[src/hw/rtl/weighted_union_find_assert.svh]
// Assertion macros shared by the RTL of the union-find engine.
// Depends on nothing; taken in by `include where assertions are written.
`ifndef WEIGHTED_UNION_FIND_ASSERT_SVH
`define WEIGHTED_UNION_FIND_ASSERT_SVH

// Same-cycle implication, disabled during reset.
`define WUF_ASSERT_NOW(label, clk, rst, ante, cons) \
   label: assert property (@(posedge clk) disable iff (rst) (ante) |-> (cons)) \
      else $error("union-find check failed");

// Next-cycle implication, disabled during reset.
`define WUF_ASSERT_NEXT(label, clk, rst, ante, cons) \
   label: assert property (@(posedge clk) disable iff (rst) (ante) |=> (cons)) \
      else $error("union-find check failed");

`endif

[src/hw/rtl/wuf_ram.sv]
// Generic single-write, single-read RAM with registered read data.
// No dependencies; used for the parent-link and tree-size stores.
module wuf_ram #(
   parameter int WIDTH = 8,
   parameter int DEPTH = 16
) (
   input  logic                     clock,
   input  logic                     wr_en,
   input  logic [$clog2(DEPTH)-1:0] wr_addr,
   input  logic [WIDTH-1:0]         wr_data,
   input  logic [$clog2(DEPTH)-1:0] rd_addr,
   output logic [WIDTH-1:0]         rd_data
);

   logic [WIDTH-1:0] mem_ff [DEPTH];
   logic [WIDTH-1:0] rd_data_ff;

   always_ff @(posedge clock) begin
      if (wr_en) begin
         mem_ff[wr_addr] <= wr_data;
      end
      rd_data_ff <= mem_ff[rd_addr];
   end

   assign rd_data = rd_data_ff;

endmodule

[config.mk]
export PLATFORM = sky130hd
export DESIGN_NAME = wuf_ram
export DESIGN_NICKNAME = d
export VERILOG_FILES = /design/src/hw/rtl/weighted_union_find_assert.svh /design/src/hw/rtl/wuf_ram.sv
export SDC_FILE = /design/constraint.sdc
export NUM_CORES = 1
export LEC_CHECK = 0
export ABC_AREA = 1
export BUFFER_PORTS_ARGS = -buffer_cell sky130_fd_sc_hd__buf_2
export CORE_ASPECT_RATIO = 1.5
export CORE_MARGIN = 2
export CORE_UTILIZATION = 45
export DETAILED_ROUTE_END_ITERATION = 10
export PLACE_DENSITY = 0.62
export SLEW_MARGIN = 40
export SYNTH_ARGS = -nofsm -noshare
export SYNTH_HDL_FRONTEND = slang
export SYNTH_SLANG_ARGS = --single-unit
[constraint.sdc]
create_clock -name clock -period 1.8 [get_ports clock]
set_clock_uncertainty 0.1 [all_clocks]
set_input_delay 0 -clock clock [delete_from_list [all_inputs] [get_ports clock]]
set_output_delay 0 -clock clock [all_outputs]
set_load 0.1 [all_outputs]
==> metrics.txt <==
wire length per cell after detailed routing=16.5 um; PortBufs=25; Hold/Removal Path Class=in2reg; die width=96.4 um; final number of setup-violating endpoints=0; met3 track demand over resource=4.27%; Max Buffers Root-to-Sink=2; number of sinks driven by the clock tree=136; Antenna Nets Post-Route=0; Ant. Diodes=0; Critical Path Start Type=input port; fraction of layout cells with a size suffix above 1=12.4%; number of buffers added to fix hold violations after cts=10; Cells after Synth=between 500 and 600; CP max-delay cell=dlygate4sd3_1; clock transition at the register clock pins on the worst setup and hold paths after CTS=0.06 ns; net count after synthesis=569; Vias=3773; maximum fanout count along the critical path=16; final standard cell utilization of the core=around 54%; fraction of synthesized area in multiplexers=0%; H-tree levels=4; number of gates resized after CTS=0; per-instance average area after synthesis=10.5 um^2; hold slack final=0.114 ns; wire length of the first global-routing pass=19400 um; drt pass-1 iters=5; Net count, final=619; via count of the first global-routing pass=3595; fraction of power consumed by sequential logic=47.2%; die area=13800 um^2; GR Util All Layers=20.1%; total routed wirelength=between 10000 and 15000 um; final max-slew violation count=0; worst IR drop on VDD=0.779 mV; actual slew at the worst max-slew pin=approximately 0.64 ns; Clock Tree Root=clkbuf_16; Fin Setup TNS=0 ns; Fmax=680 MHz; initial core utilization=46.1%; most frequent cells in the layout=nand2_1, edfxtp_1, inv_1, nand3_1, buf_2; simple-gate share of the synthesized area=about a fifth; RSZ-0062 raised after global routing=false; most common library cell in the layout ignoring fill and taps=nand2_1; final critical-path share of the clock period=roughly four fifths; Internal Power=5.84 mW; sequential share of the synthesized area=69.4%; max_slew headroom=57.3%; logic gate share of total power=7.7%; crit-path max cell delay=around 0.53 ns; die extent in y=approximately 140 um; via density per instance=between 4 and 5; number of rows in the core area=50; Req. time, crit path=2.00 ns; post-DP HPWL=approximately 8100 um; antenna violations before repair=0; critical path endpoint category=flip-flop; worst-path cell chain=dlygate4sd3_1 -> buf_2 -> inv_1 -> nand3_1 -> nand3_1 -> nand2_1; PnR worst setup slack=0.330 ns; most crowded layer after global routing=met2; pin count of the biggest net entering global routing=37; post-place setup slack=roughly 0.46 ns; number of post-CTS setup repair buffers=0; number of maximum-capacitance constraint violations=0; routability-driven placement congestion ratio=0.863; later-pin clock latency in the skew report=0.41 ns; outcome=complete, no violations; Setup CP Type=in2reg; adder-cell share of the synthesized area=0%; Layout Cells excl Fill=770; synthesized cell area=5770 um^2; compound-gate portion of the synthesized area=0%; total count of hold-check failures in the final report=0; Yosys warning count=0; cell repeated most along the worst path=nand3_1; Congestion Overflow GR=0; met2 Resource Use GR=35.2%; routing usage on met1=around a quarter; leakage power summed over all cells=2.95 nW; first-iteration detailed-routing DRC count=about 260; share of the synthesized netlist area taken by xor and xnor gates=0%; clock network fraction of design power=45.1%; data arrival time at the worst-slack endpoint=1.67 ns; post-route DRC violation count=0; area delta synth->final=17.2%; number of primary I/O pins=26; count of different cell masters after synthesis=12; net switching power=1.72 mW; pwr dens=about 1100 nW/um^2; switching fraction of total power=22.7%; Seq cells post-synth=between 100 and 150; CTS tree=yes; placed instance count=approximately 730; core area=12500 um^2; number of buffers created by CTS=17; shortest clock period the worst path allows after layout=1.47 ns; dominant combinational cell family by area after synthesis=simple AND/OR/NAND/NOR gates
-- layer usage --
layer | part of all wire (%) | vias to the layer above
met3 | 3.8 | 13
met2 | 54 | 88
met1 | 40 | 1804
met5 | 0 | -
met4 | 2.1 | 0
li1 | - | 1868
-- cell type report --
type,instances,area [um^2]
Fill cell,1081,5750
Clock inverter,13,155
Timing Repair Buffer,55,375
Inverter,102,383
Clock buffer,19,433
Tap cell,156,195
Multi-Input combinational cell,289,1210
Sequential cell,136,4000
-- path summary, 6_finish.rpt --
check                                   start           end  slack [ns]  cells after the start
worst max-delay path               rd_addr[2]    rd_data[4]        0.33                      6
worst min-delay path               wr_addr[2]  mem_ff[6][4]        0.11                      3
worst max register to register   mem_ff[1][4]    rd_data[4]        0.68                      6
worst min register to register  mem_ff[15][4]    rd_data[4]        0.56                      6
-- worst max-delay path: cells and delay by family --
kind	cells	cell delay [ns]
buffers and inverters	3	1.21
AND/OR/NAND/NOR	3	0.46
-- state kept, by name (all words and copies together) (netlist names) --
signal and flops:
rd_data 8, mem_ff 128
-- synth_stat cells --
library cell    n  area (um^2)
nand3b_1        2         15.0
nand3_1        97          485
nand2_1       173          649
buf_6           6         67.6
nor2_1         17         63.8
buf_2          13         65.1
inv_1         100          375
edfxtp_1      128         3840
buf_4           4         30.0
dfxtp_1         8          160
buf_1           1         3.75
inv_2           2         7.51
-- power groups by stage --
| stage | Combinational (mW) | Clock, mW | Sequential, mW |
|---|---|---|---|
| floorplan | 0.250 | 0 | 3.77 |
| global placement | 0.562 | 0 | 3.63 |
| detailed placement | 0.568 | 0 | 3.64 |
| CTS | 0.588 | 3.44 | 3.57 |
| global route | 0.634 | 3.59 | 3.57 |
| finish | 0.582 | 3.41 | 3.57 |
-- cell families (layout without fill, tap and decap cells) --
family                 Yosys count  count (layout)
flip-flops                     136             136
buffers and inverters          126             189
AND/OR/NAND/NOR                289             289
-- through the flow --
step,total power [mW],cell area [um^2]
3_5_place_dp,4.20,6070
6_report,7.56,6760
2_1_floorplan,4.02,5770
4_1_cts,7.60,6760
5_1_grt,7.79,6760
3_3_place_gp,4.20,6070
Note: power is estimated with default switching activity, not from simulation.
